[src/hw/rtl/skl_pkg.sv]
package skl_pkg;

    localparam int unsigned FRAC_BITS   = 16;
    localparam int unsigned VAR_W       = 32;
    localparam int unsigned NUM_W       = 64;
    localparam int unsigned TERM_W      = 48;
    localparam int unsigned DIV_STEPS   = NUM_W;
    localparam int unsigned DIV_CNT_W   = $clog2(DIV_STEPS);

    localparam logic [31:0] FLOOR_RESET = 32'd655360;
    localparam logic [47:0] MAX48       = 48'hFFFF_FFFF_FFFF;
    localparam logic [49:0] TWO_Q16     = 50'd131072;

    typedef enum logic [2:0] {
        ST_IDLE,
        ST_SQR,
        ST_LOAD,
        ST_DIV,
        ST_POST
    } top_state_t;

    typedef enum logic [1:0] {
        A_IDLE,
        A_SUM,
        A_TERM,
        A_ACC
    } acc_state_t;

    typedef struct packed {
        logic [47:0] ratio_a;
        logic [47:0] ratio_b;
        logic [47:0] mean_a;
        logic [47:0] mean_b;
        logic        sat;
        logic        last;
    } skl_term_t;

endpackage

[src/hw/rtl/skl_div.sv]
// radix-2 restoring divider, two dividends sharing one divisor
module skl_div (
    input  logic        aclk,
    input  logic        aresetn,
    input  logic        start,
    input  logic [31:0] divisor,
    input  logic [63:0] num_a,
    input  logic [63:0] num_b,
    output logic [63:0] quo_a,
    output logic [63:0] quo_b,
    output logic        done
);

    localparam logic [skl_pkg::DIV_CNT_W-1:0] CNT_LAST =
        skl_pkg::DIV_CNT_W'(skl_pkg::DIV_STEPS - 1);

    logic [31:0] dvs_reg;
    logic [63:0] num_a_reg, num_a_next;
    logic [63:0] num_b_reg, num_b_next;
    logic [31:0] rem_a_reg, rem_a_next;
    logic [31:0] rem_b_reg, rem_b_next;
    logic [skl_pkg::DIV_CNT_W-1:0] cnt_reg;
    logic        busy_reg;
    logic        done_reg;

    logic [32:0] trial_a, trial_b, diff_a, diff_b;
    logic        ge_a, ge_b;

    always_comb begin
        trial_a    = {rem_a_reg, num_a_reg[63]};
        trial_b    = {rem_b_reg, num_b_reg[63]};
        ge_a       = trial_a >= {1'b0, dvs_reg};
        ge_b       = trial_b >= {1'b0, dvs_reg};
        diff_a     = trial_a - {1'b0, dvs_reg};
        diff_b     = trial_b - {1'b0, dvs_reg};
        rem_a_next = ge_a ? diff_a[31:0] : trial_a[31:0];
        rem_b_next = ge_b ? diff_b[31:0] : trial_b[31:0];
        num_a_next = {num_a_reg[62:0], ge_a};
        num_b_next = {num_b_reg[62:0], ge_b};
    end

    always_ff @(posedge aclk) begin
        if (!aresetn) begin
            busy_reg <= 1'b0;
            done_reg <= 1'b0;
            cnt_reg  <= '0;
        end else begin
            done_reg <= busy_reg && (cnt_reg == CNT_LAST);
            if (start) begin
                busy_reg <= 1'b1;
                cnt_reg  <= '0;
            end else if (busy_reg) begin
                cnt_reg <= cnt_reg + 1'b1;
                if (cnt_reg == CNT_LAST) begin
                    busy_reg <= 1'b0;
                end
            end
        end
    end

    always_ff @(posedge aclk) begin
        if (start) begin
            dvs_reg   <= divisor;
            num_a_reg <= num_a;
            num_b_reg <= num_b;
            rem_a_reg <= '0;
            rem_b_reg <= '0;
        end else if (busy_reg) begin
            num_a_reg <= num_a_next;
            num_b_reg <= num_b_next;
            rem_a_reg <= rem_a_next;
            rem_b_reg <= rem_b_next;
        end
    end

    assign quo_a = num_a_reg;
    assign quo_b = num_b_reg;
    assign done  = done_reg;

endmodule

[src/hw/rtl/skl_acc.sv]
// term sum, running total and output register
module skl_acc (
    input  logic                aclk,
    input  logic                aresetn,
    input  logic                req_valid,
    input  skl_pkg::skl_term_t  req,
    output logic                ready,
    output logic                m_tvalid,
    input  logic                m_tready,
    output logic [47:0]         m_tdata,    // distance
    output logic                m_tuser     // overflow
);

    skl_pkg::acc_state_t state_reg, state_next;
    skl_pkg::skl_term_t  term_reg;

    logic [48:0] sum_r_reg, sum_m_reg;
    logic [49:0] dim_reg, dim_next;
    logic [47:0] total_reg, total_next;
    logic        seen_reg, seen_next;
    logic [47:0] out_data_reg, out_data_next;
    logic        out_flag_reg, out_flag_next;
    logic        out_valid_reg, out_valid_next;

    logic [49:0] t_sum;
    logic [50:0] tot;
    logic        tot_sat;
    logic [47:0] tot_clip;
    logic        seen_any;

    always_comb begin
        t_sum    = {1'b0, sum_r_reg} + {1'b0, sum_m_reg};
        dim_next = (t_sum > skl_pkg::TWO_Q16) ? (t_sum - skl_pkg::TWO_Q16) : '0;
        tot      = {3'b0, total_reg} + {1'b0, dim_reg};
        tot_sat  = tot > {3'b0, skl_pkg::MAX48};
        tot_clip = tot_sat ? skl_pkg::MAX48 : tot[47:0];
        seen_any = seen_reg | tot_sat | term_reg.sat;

        state_next     = state_reg;
        total_next     = total_reg;
        seen_next      = seen_reg;
        out_data_next  = out_data_reg;
        out_flag_next  = out_flag_reg;
        out_valid_next = out_valid_reg && !m_tready;

        case (state_reg)
            skl_pkg::A_IDLE: begin
                if (req_valid) begin
                    state_next = skl_pkg::A_SUM;
                end
            end
            skl_pkg::A_SUM: begin
                state_next = skl_pkg::A_TERM;
            end
            skl_pkg::A_TERM: begin
                state_next = skl_pkg::A_ACC;
            end
            skl_pkg::A_ACC: begin
                if (!term_reg.last) begin
                    total_next = tot_clip;
                    seen_next  = seen_any;
                    state_next = skl_pkg::A_IDLE;
                end else if (!out_valid_reg || m_tready) begin
                    out_data_next  = tot_clip;
                    out_flag_next  = seen_any;
                    out_valid_next = 1'b1;
                    total_next     = '0;
                    seen_next      = 1'b0;
                    state_next     = skl_pkg::A_IDLE;
                end
            end
            default: begin
                state_next = skl_pkg::A_IDLE;
            end
        endcase
    end

    always_ff @(posedge aclk) begin
        if (!aresetn) begin
            state_reg     <= skl_pkg::A_IDLE;
            total_reg     <= '0;
            seen_reg      <= 1'b0;
            out_valid_reg <= 1'b0;
        end else begin
            state_reg     <= state_next;
            total_reg     <= total_next;
            seen_reg      <= seen_next;
            out_valid_reg <= out_valid_next;
        end
    end

    always_ff @(posedge aclk) begin
        if (state_reg == skl_pkg::A_IDLE && req_valid) begin
            term_reg <= req;
        end
        sum_r_reg    <= {1'b0, term_reg.ratio_a} + {1'b0, term_reg.ratio_b};
        sum_m_reg    <= {1'b0, term_reg.mean_a} + {1'b0, term_reg.mean_b};
        dim_reg      <= dim_next;
        out_data_reg <= out_data_next;
        out_flag_reg <= out_flag_next;
    end

    assign ready    = (state_reg == skl_pkg::A_IDLE);
    assign m_tvalid = out_valid_reg;
    assign m_tdata  = out_data_reg;
    assign m_tuser  = out_flag_reg;

endmodule

[src/hw/rtl/symmetric_gaussian_kl_distance.sv]
// Symmetric KL divergence of two diagonal Gaussians, one dimension per input
// beat, Q16.16 in, Q32.16 saturating total out on the beat with tlast. Each
// dimension holds the input side while it takes the beat and applies the
// variance floor, squares the mean difference, loads the dividers, waits in
// the divide state (64 radix-2 steps of the two shared-divisor dividers, one
// bit per cycle over the 64-bit squared difference, then a wait to see them
// finish), and hands the four quotients to the accumulator once it is ready.
// The accumulator works through its own states but overlaps the next
// dimension. A finished total waits in the output register without blocking
// new beats until the next total is ready behind it. The floor register may
// be written only while the block is idle.
module symmetric_gaussian_kl_distance (
    input  logic         aclk,
    input  logic         aresetn,
    input  logic         cfg_we,
    input  logic [31:0]  cfg_wdata,
    input  logic         s_tvalid,
    output logic         s_tready,
    // first_mean, first_variance, second_mean, second_variance
    input  logic [127:0] s_tdata,
    input  logic         s_tlast,
    output logic         m_tvalid,
    input  logic         m_tready,
    output logic [47:0]  m_tdata,   // distance
    output logic         m_tuser    // overflow
);

    skl_pkg::top_state_t state_reg, state_next;

    logic [31:0] floor_reg;
    logic [31:0] v1_reg, v2_reg;
    logic [31:0] ad_reg;
    logic [63:0] d2_reg;
    logic        last_reg;

    logic [31:0] floor_v, v1_in, v2_in, v1_f, v2_f;
    logic [32:0] diff, diff_abs;
    logic        in_acc;
    logic        div_start;

    logic [63:0] quo1_a, quo1_b, quo2_a, quo2_b;
    logic        done1, done2;

    skl_pkg::skl_term_t term;
    logic               acc_req_valid;
    logic               acc_ready;

    always_comb begin
        floor_v  = (floor_reg == '0) ? 32'd1 : floor_reg;
        v1_in    = s_tdata[63:32];
        v2_in    = s_tdata[127:96];
        v1_f     = (v1_in < floor_v) ? floor_v : v1_in;
        v2_f     = (v2_in < floor_v) ? floor_v : v2_in;
        diff     = {s_tdata[31], s_tdata[31:0]} - {s_tdata[95], s_tdata[95:64]};
        diff_abs = diff[32] ? (33'd0 - diff) : diff;
        in_acc   = s_tvalid && s_tready;
    end

    always_comb begin
        state_next    = state_reg;
        div_start     = 1'b0;
        acc_req_valid = 1'b0;
        case (state_reg)
            skl_pkg::ST_IDLE: begin
                if (s_tvalid) begin
                    state_next = skl_pkg::ST_SQR;
                end
            end
            skl_pkg::ST_SQR: begin
                state_next = skl_pkg::ST_LOAD;
            end
            skl_pkg::ST_LOAD: begin
                div_start  = 1'b1;
                state_next = skl_pkg::ST_DIV;
            end
            skl_pkg::ST_DIV: begin
                if (done1 && done2) begin
                    state_next = skl_pkg::ST_POST;
                end
            end
            skl_pkg::ST_POST: begin
                if (acc_ready) begin
                    acc_req_valid = 1'b1;
                    state_next    = skl_pkg::ST_IDLE;
                end
            end
            default: begin
                state_next = skl_pkg::ST_IDLE;
            end
        endcase
    end

    always_ff @(posedge aclk) begin
        if (!aresetn) begin
            state_reg <= skl_pkg::ST_IDLE;
            floor_reg <= skl_pkg::FLOOR_RESET;
        end else begin
            state_reg <= state_next;
            if (cfg_we) begin
                floor_reg <= cfg_wdata;
            end
        end
    end

    always_ff @(posedge aclk) begin
        if (in_acc) begin
            v1_reg   <= v1_f;
            v2_reg   <= v2_f;
            ad_reg   <= diff_abs[31:0];
            last_reg <= s_tlast;
        end
        if (state_reg == skl_pkg::ST_SQR) begin
            d2_reg <= {32'b0, ad_reg} * {32'b0, ad_reg};
        end
    end

    assign s_tready = (state_reg == skl_pkg::ST_IDLE);

    // divisor v1: (v2 << 16) / v1 and d^2 / v1
    skl_div u_div1 (
        .aclk    (aclk),
        .aresetn (aresetn),
        .start   (div_start),
        .divisor (v1_reg),
        .num_a   ({16'b0, v2_reg, 16'b0}),
        .num_b   (d2_reg),
        .quo_a   (quo1_a),
        .quo_b   (quo1_b),
        .done    (done1)
    );

    // divisor v2: (v1 << 16) / v2 and d^2 / v2
    skl_div u_div2 (
        .aclk    (aclk),
        .aresetn (aresetn),
        .start   (div_start),
        .divisor (v2_reg),
        .num_a   ({16'b0, v1_reg, 16'b0}),
        .num_b   (d2_reg),
        .quo_a   (quo2_a),
        .quo_b   (quo2_b),
        .done    (done2)
    );

    always_comb begin
        term.ratio_a = quo1_a[47:0];
        term.ratio_b = quo2_a[47:0];
        term.mean_a  = (quo1_b[63:48] != '0) ? skl_pkg::MAX48 : quo1_b[47:0];
        term.mean_b  = (quo2_b[63:48] != '0) ? skl_pkg::MAX48 : quo2_b[47:0];
        term.sat     = (quo1_b[63:48] != '0) || (quo2_b[63:48] != '0);
        term.last    = last_reg;
    end

    skl_acc u_acc (
        .aclk      (aclk),
        .aresetn   (aresetn),
        .req_valid (acc_req_valid),
        .req       (term),
        .ready     (acc_ready),
        .m_tvalid  (m_tvalid),
        .m_tready  (m_tready),
        .m_tdata   (m_tdata),
        .m_tuser   (m_tuser)
    );

    a_div_lockstep: assert property (@(posedge aclk) disable iff (!aresetn)
        done1 == done2)
        else $error("dividers out of step");

    a_div_done_state: assert property (@(posedge aclk) disable iff (!aresetn)
        done1 |-> state_reg == skl_pkg::ST_DIV)
        else $error("divider finished outside divide state");

    a_acc_handoff: assert property (@(posedge aclk) disable iff (!aresetn)
        acc_req_valid |=> !acc_ready)
        else $error("accumulator did not take hand-off");

endmodule
[config.mk]
export PLATFORM = sky130hd
export DESIGN_NAME = symmetric_gaussian_kl_distance
export DESIGN_NICKNAME = d
export VERILOG_FILES = /design/src/hw/rtl/skl_pkg.sv /design/src/hw/rtl/skl_div.sv /design/src/hw/rtl/skl_acc.sv /design/src/hw/rtl/symmetric_gaussian_kl_distance.sv
export SDC_FILE = /design/constraint.sdc
export NUM_CORES = 2
export LEC_CHECK = 0
export ABC_AREA = 0
export BUFFER_PORTS_ARGS = -buffer_cell sky130_fd_sc_hd__buf_2
export CAP_MARGIN = 20
export CORE_ASPECT_RATIO = 1.2
export CORE_MARGIN = 5
export CORE_UTILIZATION = 50
export DETAILED_ROUTE_END_ITERATION = 8
export GPL_TIMING_DRIVEN = 0
export PLACE_DENSITY = 0.71
export SLEW_MARGIN = 5
export SYNTH_ARGS = -nofsm -noshare
export SYNTH_HDL_FRONTEND = slang
export SYNTH_SLANG_ARGS = --single-unit
[constraint.sdc]
create_clock -name aclk -period 13.87 [get_ports aclk]
set_input_delay 0.6935 -clock aclk [delete_from_list [all_inputs] [get_ports aclk]]
set_output_delay 0.6935 -clock aclk [all_outputs]
set_load 0.01 [all_outputs]
==> qor.json <==
{
  "worst_setup_path": {
    "critical_path.reg2reg.endpoint": "d2_reg[63]$_DFFE_PP_",
    "crit_slowest_cell": "sky130_fd_sc_hd__clkbuf_1",
    "setup.reg_to_reg.worst_slack_ns": 3.01,
    "critPathMaxFanout": 10,
    "crit_type": "reg2reg",
    "crit-reg2reg-launch": "ad_reg[5]$_DFFE_PP_",
    "worstSetupEndpointType": "flop",
    "r2r_cells": 29,
    "timing.critical_path.arrival_ns": 11.32,
    "critPathMostFrequentCell": "sky130_fd_sc_hd__fa_1",
    "critPathLaunchType": "flop",
    "worst_ep_required_time_ns": 14.33,
    "slowest_delay_ns": 0.81
  },
  "sta": {
    "timing.max_slew.rel_slack_pct": 18.2,
    "post-route-period-util_pct": 78.3,
    "rsz0062_at_grt": "false",
    "finalSetupViolCount": 0,
    "timing.final.ws_setup_ns": 3.01,
    "setup_tns_ns": 0,
    "smallest_hold_slack_ns": 0.144,
    "slew_viol_final": 0,
    "finalCriticalPeriod_ns": 10.86,
    "pin_slew_with_the_least_headroom_to_its_limit_ns": 1.23,
    "final_hold_viol_count": 0,
    "timing.clock.skew_ns": 0.0492,
    "fmaxAchievable_mhz": 92.0
  },
  "layout": {
    "synthToLayoutAreaGrowth_pct": 9.40,
    "mostFrequentLayoutCell": "sky130_fd_sc_hd__inv_1",
    "fillers": 15600,
    "finalInstanceArea_um2": 98000,
    "largest_reg_flops": 194,
    "final_cell_mix": "1240 x sky130_fd_sc_hd__inv_1, 1041 x sky130_fd_sc_hd__nand2_1, 801 x sky130_fd_sc_hd__fa_1",
    "design.final.nets": 11300,
    "share_of_layout_cells_above_drive_strength_1_pct": 7.38
  },
  "logic_synthesis": {
    "syn_avg_cell_area_um2": 9.71,
    "synth_enable_flop_cells": 659,
    "yosys_register_bits": 1102,
    "largest_family_of_logic_cells_by_synthesized_area": "adder cells",
    "syn_inst": 9228,
    "synth-simple-area-share_pct": 13.9,
    "synth.lib_cells_used.distinct": 106,
    "synth_sequential_area_ratio_pct": 32.0,
    "synth.net_count": 10900,
    "synth.mux.area_fraction_pct": 2.59,
    "synth_fa_ha_area_share_pct": 27.8,
    "synthesis.area_um2": 89600,
    "xor_xnor_portion_of_the_synthesized_cell_area_pct": 4.09,
    "yosys_warnings": 0,
    "synth_compound_gate_area_share_pct": 12.9,
    "synth_ff_type": "sky130_fd_sc_hd__edfxtp_1",
    "synth_async_reset_ratio_pct": 0
  },
  "floorplan": {
    "floorplan.die.height_um": 474,
    "floorplan.initialDensity_pct": 50.2,
    "std_cell_rows": 170,
    "boundary_pins": 217,
    "die_x_um": 396,
    "die-area_um2": 188000,
    "core_um2": 178000
  },
  "place": {
    "io_buffers": 214,
    "place.detailed.hpwl_um": 220000,
    "globalplace.congestion": 1.01,
    "place_area_um2": 94000,
    "dpl_worst_slack_ns": 3.21
  },
  "clock_network": {
    "holdBufCountCts": 0,
    "postCtsSetupRepairBufs": 0,
    "clock_latency_ns": 0.75,
    "tritoncts_clock_tree": "built",
    "numCtsBuffers": 113,
    "htree_levels": 3,
    "clkSlewWorstSetupHoldPaths_ns": 0.06,
    "clk_root_buffer_cell": "sky130_fd_sc_hd__clkbuf_16",
    "cts.path.max_buffers": 3,
    "post_cts_sizing": 0,
    "cts_sinks": 1102
  },
  "global_routing": {
    "global_route.overflow_total": 0,
    "grt_pass1_vias": 70300,
    "antenna_violations_before_repair": 19,
    "grt_max_degree": 66,
    "grt.total_usage_pct": 28.5,
    "wire_length_of_the_first_global_routing_pass_um": 412000
  },
  "detailed_routing": {
    "route.detailed.wl_per_inst_um": 22.7,
    "antenna_violating_nets_post_route": 0,
    "dr_total_vias": 69000,
    "via_per_instance_ratio": 5.74,
    "initial_drc_count": 5577,
    "drt_drc_violations_left": 0,
    "drt-total-wl_um": 272000,
    "drt_pass1_iterations": 6
  },
  "hold_path": {
    "min_path_cells": 1,
    "hold_path.startpoint": "s_tlast",
    "hold_class": "in2reg",
    "hold_path_end": "last_reg$_DFFE_PP_"
  },
  "run": {
    "timing.max_cap.violations": 0
  },
  "status": {
    "run_status": "complete, no violations"
  }
}
synthesized netlist by cell type, types with 11 or more instances:
master                      number  area, um2
sky130_fd_sc_hd__mux2i_1       155       1550
sky130_fd_sc_hd__o21ai_0       300       1500
sky130_fd_sc_hd__a21o_1        260       1950
sky130_fd_sc_hd__a22o_1         50        438
sky130_fd_sc_hd__o41ai_1        16        140
sky130_fd_sc_hd__and3_1         56        350
sky130_fd_sc_hd__nor3_1        110        551
sky130_fd_sc_hd__or2_2         130        813
sky130_fd_sc_hd__ha_1          712       8910
sky130_fd_sc_hd__nand4_1        80        500
sky130_fd_sc_hd__a211oi_1       92        691
sky130_fd_sc_hd__a22oi_1        11       82.6
sky130_fd_sc_hd__fa_1          801      16000
sky130_fd_sc_hd__and2_1        251       1570
sky130_fd_sc_hd__mux2_2         68        766
sky130_fd_sc_hd__nor4_1         36        225
sky130_fd_sc_hd__dfxtp_1       443       8870
sky130_fd_sc_hd__or3_1          43        269
sky130_fd_sc_hd__nor3b_1        14        105
sky130_fd_sc_hd__nor2_1        474       1780
sky130_fd_sc_hd__a211o_1        13        114
sky130_fd_sc_hd__nand2_1      1041       3910
sky130_fd_sc_hd__edfxtp_1      659      19800
sky130_fd_sc_hd__o211ai_1       39        293
sky130_fd_sc_hd__nor2b_1       100        626
sky130_fd_sc_hd__a21boi_0       32        240
sky130_fd_sc_hd__o31a_1         12        105
sky130_fd_sc_hd__a221o_1        11        110
sky130_fd_sc_hd__o2111ai_1      12        105
sky130_fd_sc_hd__clkbuf_1      314       1180
sky130_fd_sc_hd__a2111oi_0      18        158
sky130_fd_sc_hd__o21a_1         84        631
sky130_fd_sc_hd__buf_2          14       70.1
sky130_fd_sc_hd__o31ai_1        41        308
sky130_fd_sc_hd__nand2b_1       59        369
sky130_fd_sc_hd__nand3_1       155        776
sky130_fd_sc_hd__a31oi_1        64        400
sky130_fd_sc_hd__a21oi_1       512       2560
sky130_fd_sc_hd__buf_1          18       67.6
sky130_fd_sc_hd__xnor2_1       276       2420
sky130_fd_sc_hd__nand3b_1       13       97.6
sky130_fd_sc_hd__xor2_1        142       1240
sky130_fd_sc_hd__a31o_2         24        210
sky130_fd_sc_hd__inv_1        1242       4660
sky130_fd_sc_hd__o21bai_1       53        398
kinds of logic (layout without fill, tap and decap cells):
logic type               after synthesis  after routing
AND/OR/NAND/NOR                     2615           2615
AO/OA/AOI/OAI                       1766           1766
buffers and inverters               1591           2047
adder cells (fa/ha/maj)             1513           1513
flip-flops                          1102           1102
XOR/XNOR                             418            418
multiplexers                         223            223
other                                  0             11
critical path, delay by kind of cell (launching register included):
| kind | cells | cell delay, ns |
|---|---|---|
| AO/OA/AOI/OAI | 10 | 3.09 |
| adder cells (fa/ha/maj) | 9 | 4.31 |
| flip-flops | 1 | 0.77 |
| XOR/XNOR | 1 | 0.11 |
| AND/OR/NAND/NOR | 1 | 0.29 |
| buffers and inverters | 8 | 1.96 |
worst max path at each step:
stage                          from                   end  slack (ns)  cells past startpoint
2_1_floorplan  ad_reg[26]$_DFFE_PP_  d2_reg[63]$_DFFE_PP_        5.79                     29
3_3_place_gp   ad_reg[18]$_DFFE_PP_  d2_reg[36]$_DFFE_PP_        2.94                     24
3_5_place_dp   ad_reg[17]$_DFFE_PP_  d2_reg[63]$_DFFE_PP_        3.21                     29
4_1_cts        ad_reg[17]$_DFFE_PP_  d2_reg[63]$_DFFE_PP_        3.15                     29
5_1_grt        ad_reg[17]$_DFFE_PP_  d2_reg[63]$_DFFE_PP_        2.68                     29
6_report        ad_reg[5]$_DFFE_PP_  d2_reg[63]$_DFFE_PP_        3.01                     29
metal layers:
metal	vias up	share of wire [%]	global-route usage [%]
met3	675	7.7	5.10
met1	33600	39	35.4
met5	-	0.0088	0
met4	4	5.5	13.5
li1	32000	-	-
met2	2759	47	48.4
final cells by class:
type	count	area [um2]	area share, %
clock inverter	74	831	0.848
multi-input combinational	6535	55000	56.1
sequential	1102	28700	29.2
tap	2322	2910	2.96
inverter	1243	4670	4.76
clock buffer	141	3070	3.13
timing repair buffer	241	1550	1.58
buffer	348	1340	1.37
antenna	11	27.5	0.0281
metrics by stage:
step,instances,util [%]
after floorplan,9228,-
after global placement,11800,52.4
after detailed placement,11800,52.7
after CTS,12000,54.9
after global routing,12000,54.9
final,12000,54.9
Power is left out: the tool's default activity adds up to more than one toggle a clock period on the data nets, which glitch-free logic cannot reach.
